File: config.mk
export PLATFORM = sky130hd
export DESIGN_NAME = state_record_validator_core_flat
export DESIGN_NICKNAME = d
export VERILOG_FILES = /design/src/rtl/srv_pkg.sv /design/src/rtl/srv_byte_if.sv /design/src/rtl/srv_result_if.sv /design/src/rtl/srv_cfg_if.sv /design/src/rtl/state_record_validator_core.sv /design/src/flat_wrapper.sv
export SDC_FILE = /design/constraint.sdc
export NUM_CORES = 1
export LEC_CHECK = 0
export BUFFER_PORTS_ARGS = -buffer_cell sky130_fd_sc_hd__buf_2
export CORE_UTILIZATION = 58
export DETAILED_ROUTE_END_ITERATION = 8
export PLACE_DENSITY = 0.76
export SLEW_MARGIN = 20
export SYNTH_ARGS = -nofsm -noshare
export SYNTH_HDL_FRONTEND = slang
export SYNTH_SLANG_ARGS = --single-unit
File: constraint.sdc
create_clock -name clk -period 21.2 [get_ports clk]
set_input_delay 3.18 -clock clk [delete_from_list [all_inputs] [get_ports clk]]
set_output_delay 3.18 -clock clk [all_outputs]
set_load 0.1 [all_outputs]
File: src/rtl/srv_pkg.sv
// ----------------------------------------------------------------------------
// srv_pkg: shared types and constants for the state record validator
// Holds the header layout, the CRC-32 byte step, the register index codes
// and the newest-slot codes.
// ----------------------------------------------------------------------------
`default_nettype none

package srv_pkg;

  // CRC-32, reflected form
  localparam logic [31:0] CRC_POLY   = 32'hedb8_8320;
  localparam logic [31:0] CRC_PRESET = 32'hffff_ffff;

  // Record header layout (byte offsets)
  localparam logic [15:0] HEADER_BYTES  = 16'd16;
  localparam logic [15:0] OFF_MAGIC_END = 16'd3;
  localparam logic [15:0] OFF_VSIZE_END = 16'd7;
  localparam logic [15:0] OFF_GEN_END   = 16'd11;
  localparam logic [15:0] OFF_CRC_END   = 16'd15;
  localparam logic [15:0] OFF_CRC_FIRST = 16'd4;
  localparam logic [15:0] OFF_CRC_STOP  = 16'd12;
  localparam logic [15:0] OFFSET_LIMIT  = 16'hffff;

  localparam logic [15:0] FORMAT_VERSION = 16'd1;

  // Configuration register indexes
  typedef logic [0:0] reg_idx_t;
  localparam reg_idx_t REG_EXPECTED_MAGIC        = 1'b0;
  localparam reg_idx_t REG_EXPECTED_PAYLOAD_SIZE = 1'b1;

  // Newest slot codes
  typedef logic [1:0] newest_t;
  localparam newest_t NEWEST_NONE  = 2'd0;
  localparam newest_t NEWEST_SLOT0 = 2'd1;
  localparam newest_t NEWEST_SLOT1 = 2'd2;

  // One byte through the reflected CRC-32, unrolled over eight bit steps
  function automatic logic [31:0] crc_byte(input logic [31:0] crc_in,
                                           input logic [7:0]  data);
    logic [31:0] c;
    c = crc_in ^ {24'd0, data};
    for (int k = 0; k < 8; k++) begin
      c = (c >> 1) ^ (c[0] ? CRC_POLY : 32'd0);
    end
    return c;
  endfunction

endpackage

`default_nettype wire

File: src/rtl/srv_byte_if.sv
// ----------------------------------------------------------------------------
// srv_byte_if: record byte channel
// One record byte per beat, with its slot and the last-byte mark.
// ----------------------------------------------------------------------------
`default_nettype none

interface srv_byte_if;
  logic       valid;
  logic       ready;
  logic       slot_index;
  logic [7:0] data_byte;
  logic       last_byte;

  modport source (output valid, output slot_index, output data_byte,
                  output last_byte, input ready);
  modport sink   (input valid, input slot_index, input data_byte,
                  input last_byte, output ready);
endinterface

`default_nettype wire

File: src/rtl/srv_result_if.sv
// ----------------------------------------------------------------------------
// srv_result_if: check result channel
// One beat per completed record: slot, verdict, generation, newest slot.
// ----------------------------------------------------------------------------
`default_nettype none

interface srv_result_if;
  import srv_pkg::*;
  logic        valid;
  logic        ready;
  logic        checked_slot;
  logic        record_valid;
  logic [31:0] record_generation;
  newest_t     newest_slot;

  modport source (output valid, output checked_slot, output record_valid,
                  output record_generation, output newest_slot, input ready);
  modport sink   (input valid, input checked_slot, input record_valid,
                  input record_generation, input newest_slot, output ready);
endinterface

`default_nettype wire

File: src/rtl/srv_cfg_if.sv
// ----------------------------------------------------------------------------
// srv_cfg_if: configuration write channel
// Register index and write data, one register write per beat.
// ----------------------------------------------------------------------------
`default_nettype none

interface srv_cfg_if;
  import srv_pkg::*;
  logic        valid;
  logic        ready;
  reg_idx_t    reg_index;
  logic [31:0] wdata;

  modport source (output valid, output reg_index, output wdata, input ready);
  modport sink   (input valid, input reg_index, input wdata, output ready);
endinterface

`default_nettype wire

File: src/rtl/state_record_validator_core.sv
// ----------------------------------------------------------------------------
// state_record_validator_core: CRC-32 protected record header check
// Streams record bytes, checks magic, version, payload size and CRC-32,
// and tracks which of two slots holds the newest valid record.
//
//   channel  | dir | payload                                         | beat
//   ---------+-----+-------------------------------------------------+-----------
//   in_bus   | in  | slot_index, data_byte, last_byte                | one byte
//   out_bus  | out | checked_slot, record_valid, record_generation,  | one record
//            |     | newest_slot                                     |
//   cfg_bus  | in  | reg_index, wdata                                | one write
//
// The CRC byte step and header compares are combinational: they sit between
// the record state registers and the result register.
// A result appears on out_bus the cycle after its last byte is taken.
// in_bus stalls only while a result is held and out_bus is not ready.
// Reset (rst_n low, synchronous) clears the record state, both slots and
// both configuration registers. cfg_bus is always ready.
// ----------------------------------------------------------------------------
`default_nettype none

module state_record_validator_core #(
  parameter int unsigned MAX_PAYLOAD = 256
) (
  input  wire         clk,
  input  wire         rst_n,
  srv_byte_if.sink    in_bus,
  srv_result_if.source out_bus,
  srv_cfg_if.sink     cfg_bus
);
  import srv_pkg::*;

  localparam logic [15:0] MAX_PAYLOAD_W = 16'(MAX_PAYLOAD);

  // Configuration registers
  logic [31:0] magic_r;
  logic [15:0] psize_r;

  // Per-record state
  logic [15:0] offset_r,  offset_nxt;
  logic [31:0] crc_r,     crc_nxt;
  logic        hmatch_r,  hmatch_nxt;
  logic [31:0] hword_r,   hword_nxt;
  logic [31:0] stored_r,  stored_nxt;
  logic [31:0] pgen_r,    pgen_nxt;

  // Slot table
  logic [1:0]  slot_ok_r, slot_ok_nxt;
  logic [31:0] slot_gen_r [2];
  logic [31:0] slot_gen_nxt [2];

  // Result register
  logic        out_valid_r;
  logic        res_slot_r;
  logic        res_valid_r;
  logic [31:0] res_gen_r;
  newest_t     res_newest_r;

  logic        in_fire;
  logic        cfg_fire;
  logic        in_span;
  logic        chk_valid;
  logic [31:0] chk_gen;
  logic [31:0] gen_diff;
  newest_t     chk_newest;
  logic [16:0] need_len;

  assign in_bus.ready  = !out_valid_r || out_bus.ready;
  assign cfg_bus.ready = 1'b1;
  assign in_fire       = in_bus.valid && in_bus.ready;
  assign cfg_fire      = cfg_bus.valid;

  // Configuration writes
  always_ff @(posedge clk) begin
    if (!rst_n) begin
      magic_r <= '0;
      psize_r <= '0;
    end else if (cfg_fire) begin
      unique case (cfg_bus.reg_index)
        REG_EXPECTED_MAGIC:        magic_r <= cfg_bus.wdata;
        REG_EXPECTED_PAYLOAD_SIZE: psize_r <= cfg_bus.wdata[15:0];
        default:                   magic_r <= magic_r;
      endcase
    end
  end

  assign need_len = {1'b0, HEADER_BYTES} + {1'b0, psize_r};

  // Advance the record state by one byte
  always_comb begin
    offset_nxt = offset_r;
    crc_nxt    = crc_r;
    hmatch_nxt = hmatch_r;
    hword_nxt  = hword_r;
    stored_nxt = stored_r;
    pgen_nxt   = pgen_r;
    in_span    = 1'b0;
    if (offset_r != OFFSET_LIMIT) begin
      if (offset_r < HEADER_BYTES) begin
        hword_nxt = {in_bus.data_byte, hword_r[31:8]};
        if (offset_r == OFF_MAGIC_END && hword_nxt != magic_r) begin
          hmatch_nxt = 1'b0;
        end
        if (offset_r == OFF_VSIZE_END && hword_nxt != {psize_r, FORMAT_VERSION}) begin
          hmatch_nxt = 1'b0;
        end
        if (offset_r == OFF_GEN_END) begin
          pgen_nxt = hword_nxt;
        end
        if (offset_r == OFF_CRC_END) begin
          stored_nxt = hword_nxt;
        end
        in_span = (offset_r >= OFF_CRC_FIRST) && (offset_r < OFF_CRC_STOP);
      end else begin
        in_span = {1'b0, offset_r} < need_len;
      end
      if (in_span) begin
        crc_nxt = crc_byte(crc_r, in_bus.data_byte);
      end
      offset_nxt = offset_r + 16'd1;
    end
  end

  // Final check on the last byte
  always_comb begin
    chk_valid = hmatch_nxt
             && (psize_r <= MAX_PAYLOAD_W)
             && ({1'b0, offset_nxt} >= need_len)
             && ((crc_nxt ^ CRC_PRESET) == stored_nxt);
    chk_gen   = chk_valid ? pgen_nxt : 32'd0;

    slot_ok_nxt     = slot_ok_r;
    slot_gen_nxt[0] = slot_gen_r[0];
    slot_gen_nxt[1] = slot_gen_r[1];
    slot_ok_nxt[in_bus.slot_index]  = chk_valid;
    slot_gen_nxt[in_bus.slot_index] = chk_gen;

    // wraparound compare: slot one newer when the signed difference is positive
    gen_diff = slot_gen_nxt[1] - slot_gen_nxt[0];
    priority if (!slot_ok_nxt[0]) begin
      chk_newest = slot_ok_nxt[1] ? NEWEST_SLOT1 : NEWEST_NONE;
    end else if (!slot_ok_nxt[1]) begin
      chk_newest = NEWEST_SLOT0;
    end else begin
      chk_newest = (gen_diff != 32'd0 && !gen_diff[31]) ? NEWEST_SLOT1 : NEWEST_SLOT0;
    end
  end

  // Record state: advance on each byte, drop back to preset after the last
  always_ff @(posedge clk) begin
    if (!rst_n) begin
      offset_r <= '0;
      crc_r    <= CRC_PRESET;
      hmatch_r <= 1'b1;
      hword_r  <= '0;
      stored_r <= '0;
      pgen_r   <= '0;
    end else if (in_fire) begin
      if (in_bus.last_byte) begin
        offset_r <= '0;
        crc_r    <= CRC_PRESET;
        hmatch_r <= 1'b1;
        hword_r  <= '0;
        stored_r <= '0;
        pgen_r   <= '0;
      end else begin
        offset_r <= offset_nxt;
        crc_r    <= crc_nxt;
        hmatch_r <= hmatch_nxt;
        hword_r  <= hword_nxt;
        stored_r <= stored_nxt;
        pgen_r   <= pgen_nxt;
      end
    end
  end

  // Slot table update on the last byte
  always_ff @(posedge clk) begin
    if (!rst_n) begin
      slot_ok_r     <= '0;
      slot_gen_r[0] <= '0;
      slot_gen_r[1] <= '0;
    end else if (in_fire && in_bus.last_byte) begin
      slot_ok_r     <= slot_ok_nxt;
      slot_gen_r[0] <= slot_gen_nxt[0];
      slot_gen_r[1] <= slot_gen_nxt[1];
    end
  end

  // Result register: load on the last byte, release when taken
  always_ff @(posedge clk) begin
    if (!rst_n) begin
      out_valid_r <= 1'b0;
    end else if (in_fire && in_bus.last_byte) begin
      out_valid_r <= 1'b1;
    end else if (out_bus.ready) begin
      out_valid_r <= 1'b0;
    end
  end

  always_ff @(posedge clk) begin
    if (in_fire && in_bus.last_byte) begin
      res_slot_r   <= in_bus.slot_index;
      res_valid_r  <= chk_valid;
      res_gen_r    <= chk_gen;
      res_newest_r <= chk_newest;
    end
  end

  assign out_bus.valid             = out_valid_r;
  assign out_bus.checked_slot      = res_slot_r;
  assign out_bus.record_valid      = res_valid_r;
  assign out_bus.record_generation = res_gen_r;
  assign out_bus.newest_slot       = res_newest_r;

  // Checks
  a_no_overrun: assert property (@(posedge clk) disable iff (!rst_n)
    (out_valid_r && !out_bus.ready) |-> !in_bus.ready)
    else $error("byte taken while result held");

  a_offset_cleared: assert property (@(posedge clk) disable iff (!rst_n)
    (in_fire && in_bus.last_byte) |=> (offset_r == 16'd0 && crc_r == CRC_PRESET))
    else $error("record state not cleared after last byte");

  a_invalid_gen_zero: assert property (@(posedge clk) disable iff (!rst_n)
    (out_valid_r && !res_valid_r) |-> (res_gen_r == 32'd0))
    else $error("invalid record reports nonzero generation");

  a_invalid_not_newest: assert property (@(posedge clk) disable iff (!rst_n)
    (out_valid_r && !res_valid_r) |->
      (res_newest_r != (res_slot_r ? NEWEST_SLOT1 : NEWEST_SLOT0)))
    else $error("invalid slot reported newest");

  a_newest_code: assert property (@(posedge clk) disable iff (!rst_n)
    out_valid_r |-> (res_newest_r == NEWEST_NONE || res_newest_r == NEWEST_SLOT0 ||
                     res_newest_r == NEWEST_SLOT1))
    else $error("newest slot code out of range");

endmodule

`default_nettype wire
File: src/flat_wrapper.sv
// flat-port wrapper written by rule: the top's interface ports become plain ports
module state_record_validator_core_flat import srv_pkg::*;
#(
  parameter int unsigned MAX_PAYLOAD = 256
)
  (clk, rst_n, in_bus_valid, in_bus_slot_index, in_bus_data_byte, in_bus_last_byte, in_bus_ready, out_bus_valid, out_bus_checked_slot, out_bus_record_valid, out_bus_record_generation, out_bus_newest_slot, out_bus_ready, cfg_bus_valid, cfg_bus_reg_index, cfg_bus_wdata, cfg_bus_ready);
  srv_byte_if in_bus_i ();
  srv_result_if out_bus_i ();
  srv_cfg_if cfg_bus_i ();
  input  wire clk;
  input  wire rst_n;
  input wire logic [$bits(in_bus_i.valid)-1:0] in_bus_valid;
  input wire logic [$bits(in_bus_i.slot_index)-1:0] in_bus_slot_index;
  input wire logic [$bits(in_bus_i.data_byte)-1:0] in_bus_data_byte;
  input wire logic [$bits(in_bus_i.last_byte)-1:0] in_bus_last_byte;
  output wire logic [$bits(in_bus_i.ready)-1:0] in_bus_ready;
  output wire logic [$bits(out_bus_i.valid)-1:0] out_bus_valid;
  output wire logic [$bits(out_bus_i.checked_slot)-1:0] out_bus_checked_slot;
  output wire logic [$bits(out_bus_i.record_valid)-1:0] out_bus_record_valid;
  output wire logic [$bits(out_bus_i.record_generation)-1:0] out_bus_record_generation;
  output wire logic [$bits(out_bus_i.newest_slot)-1:0] out_bus_newest_slot;
  input wire logic [$bits(out_bus_i.ready)-1:0] out_bus_ready;
  input wire logic [$bits(cfg_bus_i.valid)-1:0] cfg_bus_valid;
  input wire logic [$bits(cfg_bus_i.reg_index)-1:0] cfg_bus_reg_index;
  input wire logic [$bits(cfg_bus_i.wdata)-1:0] cfg_bus_wdata;
  output wire logic [$bits(cfg_bus_i.ready)-1:0] cfg_bus_ready;
  assign in_bus_i.valid = in_bus_valid;
  assign in_bus_i.slot_index = in_bus_slot_index;
  assign in_bus_i.data_byte = in_bus_data_byte;
  assign in_bus_i.last_byte = in_bus_last_byte;
  assign in_bus_ready = in_bus_i.ready;
  assign out_bus_valid = out_bus_i.valid;
  assign out_bus_checked_slot = out_bus_i.checked_slot;
  assign out_bus_record_valid = out_bus_i.record_valid;
  assign out_bus_record_generation = out_bus_i.record_generation;
  assign out_bus_newest_slot = out_bus_i.newest_slot;
  assign out_bus_i.ready = out_bus_ready;
  assign cfg_bus_i.valid = cfg_bus_valid;
  assign cfg_bus_i.reg_index = cfg_bus_reg_index;
  assign cfg_bus_i.wdata = cfg_bus_wdata;
  assign cfg_bus_ready = cfg_bus_i.ready;
  state_record_validator_core #(.MAX_PAYLOAD(MAX_PAYLOAD)) u_core (.clk(clk), .rst_n(rst_n), .in_bus(in_bus_i), .out_bus(out_bus_i), .cfg_bus(cfg_bus_i));
endmodule
# Word-level counts from Yosys, hierarchy flattened
# Memories as Yosys holds them, arrays and structs flattened.
# Index checks and enable logic that the tools add are counted.
# totals
reg_bits	232
ramBits	64
in_bits	48
out_inout_bits	39
wordCells	121
n_memories	1
# classes
n_addsub	3
magnitude_cmp	10
eq_ne	8
mux	50
bitwise_logic	14
reduce_logical	21
# memory_table
memory	words	word_bits	rd	rd_ports_with_merged_regs	wr	line	text
u_core.slot_gen_r	2	32	2	0	2	state_record_validator_core.sv:49	logic [31:0] slot_gen_r [2];
# ops
op	n
32-bit two-way mux	26
31-bit by 32-bit XOR with 32-bit output	8
64-bit bitwise mux	1
32-bit != test	2
32-bit demux with 1-bit select	1
16-bit by 4-bit equality test with 1-bit output, second input constant	2
32-bit equality test	1
16-bit two-way mux	2
32-bit inverter	1
32-bit nonzero test	1
32-bit subtractor	1
32-bit by 8-bit XOR with 32-bit output	1
5-bit by 16-bit adder with 17-bit output, first input constant	1
16-bit by 17-bit >= comparator with 1-bit output	1
16-bit by 17-bit < comparator with 1-bit output	1
16-bit by 1-bit adder with 16-bit output, second input constant	1
16-bit by 2-bit equality test with 1-bit output, second input constant	1
16-bit by 3-bit equality test with 1-bit output, second input constant	1
16-bit by 3-bit >= comparator with 1-bit output, second input constant	1
16-bit by 9-bit less-or-equal comparator with 1-bit output, second input constant	1
16-bit by 4-bit < comparator with 1-bit output, second input constant	1
16-bit by 5-bit < comparator with 1-bit output, second input constant	1
16-bit != test, second input constant	1
1-bit two-way mux	14
other kinds (16)	34

# Longest topological paths before layout
# logic_depth
ltp_word	30
depth_mapped	35
mapped_depth_nobuf	34

# Worst setup path after synthesis
# Ideal clock, no wire load.
# synth_path
path_type	input port to flip-flop
start	in in_bus_data_byte[4]
end	reg u_core.res_newest_r[1], in the netlist u_core.out_bus.newest_slot[1] (data pin)
setup_ns	0.254
arrival_time_ns	9.084
required_ns	20.946
path_slack_ns	11.862
cell_stages	24
n_path_buf	4
path_cell_list	buf_2 -> xnor2_1 -> xnor2_2 -> xnor3_1 -> mux2_2 -> a22o_1 -> or4_1 -> nor4_4 -> buf_4 -> buf_6 -> a22oi_2 -> ha_1 -> clkbuf_1 -> nand3b_1 -> o21ai_0 -> a311o_1 -> a2111oi_0 -> nand4_1 -> or4_1 -> nor4_1 -> nand4_1 -> o311ai_0 -> a22oi_1 -> a21o_1
# synth_via
elab_chain_cells	23
word_cells_on_any_way	42
classes_between	add/sub (1); eq/ne (3); mux (20); bitwise (10); reduce/logical (8)
# synth_lines
element	line	text
start: declaration	flat_wrapper.sv:14	input wire logic [$bits(in_bus_i.data_byte)-1:0] in_bus_data_byte;
32-bit by 8-bit XOR with 32-bit output	srv_pkg.sv:41	c = crc_in ^ {24'd0, data};
31-bit by 32-bit XOR with 32-bit output (4 in series)	srv_pkg.sv:43	c = (c >> 1) ^ (c[0] ? CRC_POLY : 32'd0);
32-bit two-way mux	srv_pkg.sv:43	
31-bit by 32-bit XOR with 32-bit output (4 in series)	srv_pkg.sv:43	
32-bit two-way mux	state_record_validator_core.sv:117	if (in_span) begin
32-bit two-way mux	state_record_validator_core.sv:98	if (offset_r != OFFSET_LIMIT) begin
32-bit inverter (no line)	--	
32-bit equality test	state_record_validator_core.sv:129	&& ((crc_nxt ^ CRC_PRESET) == stored_nxt);
(+2 left out)	--	
64-bit bitwise mux	state_record_validator_core.sv:136	slot_gen_nxt[in_bus.slot_index] = chk_gen;
32-bit subtractor	state_record_validator_core.sv:139	gen_diff = slot_gen_nxt[1] - slot_gen_nxt[0];
32-bit nonzero test / 1-bit zero test (equally long branches)	state_record_validator_core.sv:145	chk_newest = (gen_diff != 32'd0 && !gen_diff[31]) ? NEWEST_SLOT1 : NEWEST_SLOT0;
1-bit logical AND	state_record_validator_core.sv:145	
2-bit two-way mux	state_record_validator_core.sv:145	
2-bit two-way mux	state_record_validator_core.sv:142	end else if (!slot_ok_nxt[1]) begin
2-bit two-way mux (*)	state_record_validator_core.sv:140	priority if (!slot_ok_nxt[0]) begin
via u_core.chk_newest[1]	state_record_validator_core.sv:65	newest_t chk_newest;
end signal: assignment	state_record_validator_core.sv:206	res_newest_r <= chk_newest;
end: declaration	state_record_validator_core.sv:57	newest_t res_newest_r;
# The timed path passes the listed nets; every way through them passes the cells marked *.
# A chain may end at the register's enable or synchronous reset.

# Worst setup path after layout
# Ends and elaborated chain as after synthesis.

==> flow_summary_export.csv <==
group,metric,value,unit
logic_synthesis,synth_flop_cell,"dfxtp_1",
cts,htreeDepth,1,
hold_path,hold_start,"u_core.magic_r[0]",
setup_path,r2r_end,"u_core.out_bus.newest_slot[1]",
cts,cts_tree,"done",
timing,final.setup_skew,0.01403,ns
logic_synthesis,synthArstFlopShare,0,
timing,tightest_slew,1.006,ns
detailed_routing,drc,0,
cts,cts_sinks,288,
logic_synthesis,synth_area,17990,µm²
logic_synthesis,yosysTopAreaCell,"dfxtp_1",
global_routing,antenna_found_initial,0,
floorplan,initial_utilization,0.5882,
detailed_routing,wl_per_cell,22.53,µm
logic_synthesis,synth_edf_count,100,
setup_path,crit_fanout,69,
logic_synthesis,synth_nets,2093,
timing,fmax,95.67,MHz
placement,portBuffers,85,
cts,insertion_delay,0.57,ns
cts,cts_hold_buf,0,
cts,clk_pin_slew,0.06,ns
setup_path,r2r_setup_slack,11.87,ns
status,status,"finished clean",
logic_synthesis,yosysTopAreaCellShare,0.2092,
detailed_routing,viasPerCell,6.336,
logic_synthesis,synth.yosys.seq_area_share,0.3761,
power,finalPower,0.001436,W
floorplan,coreArea,30590,µm²
logic_synthesis,synth_cells,1981,
logic_synthesis,ys_ff_latch,288,
timing,hold_slack,0.4846,ns
logic_synthesis,yosys-top-cells-area,"dfxtp_1 (21%), edfxtp_1 (17%), a22oi_1 (5.2%)",
setup_path,crit_path_start,"in_bus_data_byte[4]",
layout,final-instance-count-excl-fill,2390,
cts,cts_buffer_depth,3,
cts,post_cts_resized,0,
setup_path,cp.arrival,10.77,ns
logic_synthesis,synth.distinct_cells,76,
global_routing,grtUsageTotal,0.3376,
timing,setup_violations,0,
timing,finalHoldViolCount,0,
layout,area_growth_syn_to_layout,9.263,%
timing,grt_setup_unrepaired,"false",
setup_path,ff2ff_path_depth,28,
setup_path,cp.required,21.52,ns
power,peakVddDrop,0.05906,mV
timing,tns,0,ns
floorplan,die_h,178.1,µm
timing,slew_violations,0,
layout,utilization,0.6427,
global_routing,overflow,0,
hold_path,min_path_cells,2,
floorplan,die_x,178.1,µm
floorplan,core.rowCount,64,
detailed_routing,drtPass1Iterations,6,
timing,maxSlewHeadroom,0.3242,
floorplan,dieArea,31730,µm²
placement,placed_cells,2333,
detailed_routing,drtAntennaViolNets,0,
global_routing,grt_max_degree,86,
setup_path,path_class,"primary input to register",
layout,drive_above_1_share,0.1078,
layout,antenna_cells,0,
power,powerDensity,73.06,nW/µm²
setup_path,start_kind,"primary input",
timing,period_needed,10.45,ns
global_routing,grt_pass1_vias,14136,
logic_synthesis,avgSynthCellArea,9.082,µm²
layout,nNetsFinal,2082,
layout,num-fill-cells,2560,
placement,gp_congestion,0.9550,
floorplan,pin_count,87,
logic_synthesis,ys_warn_count,0,
detailed_routing,wl,53.84,mm
setup_path,cp-end-kind,"register",
flow_run,maxCapViolCount,0,
power,p_leak,7.822,nW
placement,place.detailed.hpwl,38.75,mm
detailed_routing,dr_total_vias,15144,
setup_path,r2r-start,"u_core.psize_r[6]",
hold_path,worstHoldPathType,"register to register",
detailed_routing,dr.first_iter.drc_count,1574,
cts,cts_setup_buffers,0,
cts,clockRootBuffer,"clkbuf_16",
hold_path,holdPathEnd,"u_core.magic_r[0]",
global_routing,grt_pass1_wl,82.42,mm
timing,min_period_over_period,0.4930,
cts,numCtsBuffers,31,
[logic make-up (layout without fill, tap and decap cells)]
logic type,count (synthesis),after routing,share of synthesized area
buffers and inverters,190,203,0.04221
adders and majority gates,64,64,0.04492
and+or+nand+nor,706,706,0.1971
DFF,288,288,0.3761
xor gates and xnor gates,194,194,0.1070
muxes,92,92,0.05236
AOI/OAI and AO/OA,446,446,0.1802
other,1,1,0.0002084
[how the worst max path moves through the flow]
stage | endpoint | slack [ns] | cells after the start
floorplan | u_core.out_bus.newest_slot[1] | 11.86 | 24
global placement | u_core.out_bus.newest_slot[1] | 10.46 | 22
detailed placement | u_core.out_bus.newest_slot[1] | 10.35 | 21
CTS | u_core.out_bus.newest_slot[1] | 10.88 | 21
global route | u_core.out_bus.newest_slot[1] | 10.38 | 24
finish | u_core.out_bus.newest_slot[1] | 10.75 | 21
[routing by layer]
| layer | routed length, µm | track usage |
|---|---|---|
| met2 | 24330 | 0.5319 |
| met3 | 4182 | 0.04774 |
| met1 | 23410 | 0.4707 |
| met5 | 0 | 0 |
| met4 | 1921 | 0.1189 |
[per-stage QoR]
| stage | instance area, µm² | worst slack (ns) |
|---|---|---|
| 6_report | 19660 | 10.75 |
| 4_1_cts | 19650 | 10.88 |
| 3_3_place_gp | 18500 | 10.46 |
| 5_1_grt | 19660 | 10.38 |
| 2_1_floorplan | 17990 | 11.86 |
| 3_5_place_dp | 18500 | 10.35 |
[where the power goes]
group          internal (W)  total [W]  switching, W
logic             0.0000770   0.000217      0.000140
registers          0.000585   0.000598     0.0000124
clock network      0.000389   0.000621      0.000233
total               0.00105    0.00144      0.000385
[synth_stat cells, types with 46 or more instances]
library cell  count
a21boi_0         52
a21oi_1          48
a22oi_1         124
clkbuf_1        127
dfxtp_1         188
edfxtp_1        100
ha_1             63
mux2i_1          75
nand2_1         182
nor2_1          185
nor2b_1         112
o21ai_0          46
xnor2_1          87
xor2_1           87
[layout make-up]
class	instances	area, µm²	share of cell area
well taps	396	495.5	0.02520
clock inverters	17	312.8	0.01591
flip-flops and latches	288	6766	0.3442
multi-input cells	1503	10490	0.5335
inverters	35	131.4	0.006683
repair buffers	111	623.1	0.03170
clock buffers	40	842.1	0.04283
[cell usage in the layout, fill, tap and decap left out, types with 8 or more instances in the layout]
master	count
and3_1	15
mux2i_1	75
clkbuf_16	32
buf_4	27
o21ai_0	46
ha_1	63
o22ai_1	8
o211ai_1	36
a21boi_0	52
mux2_2	16
nor4_1	30
inv_1	33
nor3_1	21
a22oi_2	10
nand2_1	182
and2_1	45
dfxtp_1	188
a22oi_1	124
nand4_1	28
nand3_1	38
nand2b_1	10
a21o_1	14
a21oi_1	48
a22o_1	32
xnor3_1	12
nor2b_1	111
edfxtp_1	100
xnor2_1	87
a211oi_1	11
buf_2	84
bufinv_16	9
nor2_1	184
xor2_1	87
[state kept, by name (all words and copies together) (netlist names)]
register	cells
u_core.stored_r	32
u_core.out_bus.checked_slot	1
u_core.crc_r	32
u_core.out_bus.record_valid	1
u_core.out_bus.record_generation	32
u_core.hmatch_r	1
u_core.hword_r	24
u_core.out_bus.valid	1
u_core.magic_r	32
u_core.offset_r	16
u_core.slot_gen_r	64
u_core.slot_ok_r	2
u_core.psize_r	16
u_core.pgen_r	32
u_core.out_bus.newest_slot	2
[critical path, stage by stage]
cell and delay [ns]:
buf_2 0.20, xnor2_1 0.82, xnor2_2 0.35, xnor3_1 0.47
mux2_2 0.33, a22o_1 0.21, or4_1 0.56, nor4_4 0.14
buf_4 0.66, a22oi_1 0.20, ha_1 0.59, nor3_1 0.10
a311o_1 0.36, a2111oi_0 0.42, nand4_1 0.13, or4_1 0.53
nor4_1 0.54, nand4_1 0.21, o311ai_0 0.36, a22oi_1 0.13
a21o_1 0.21
(Power assumes the default switching activity.)
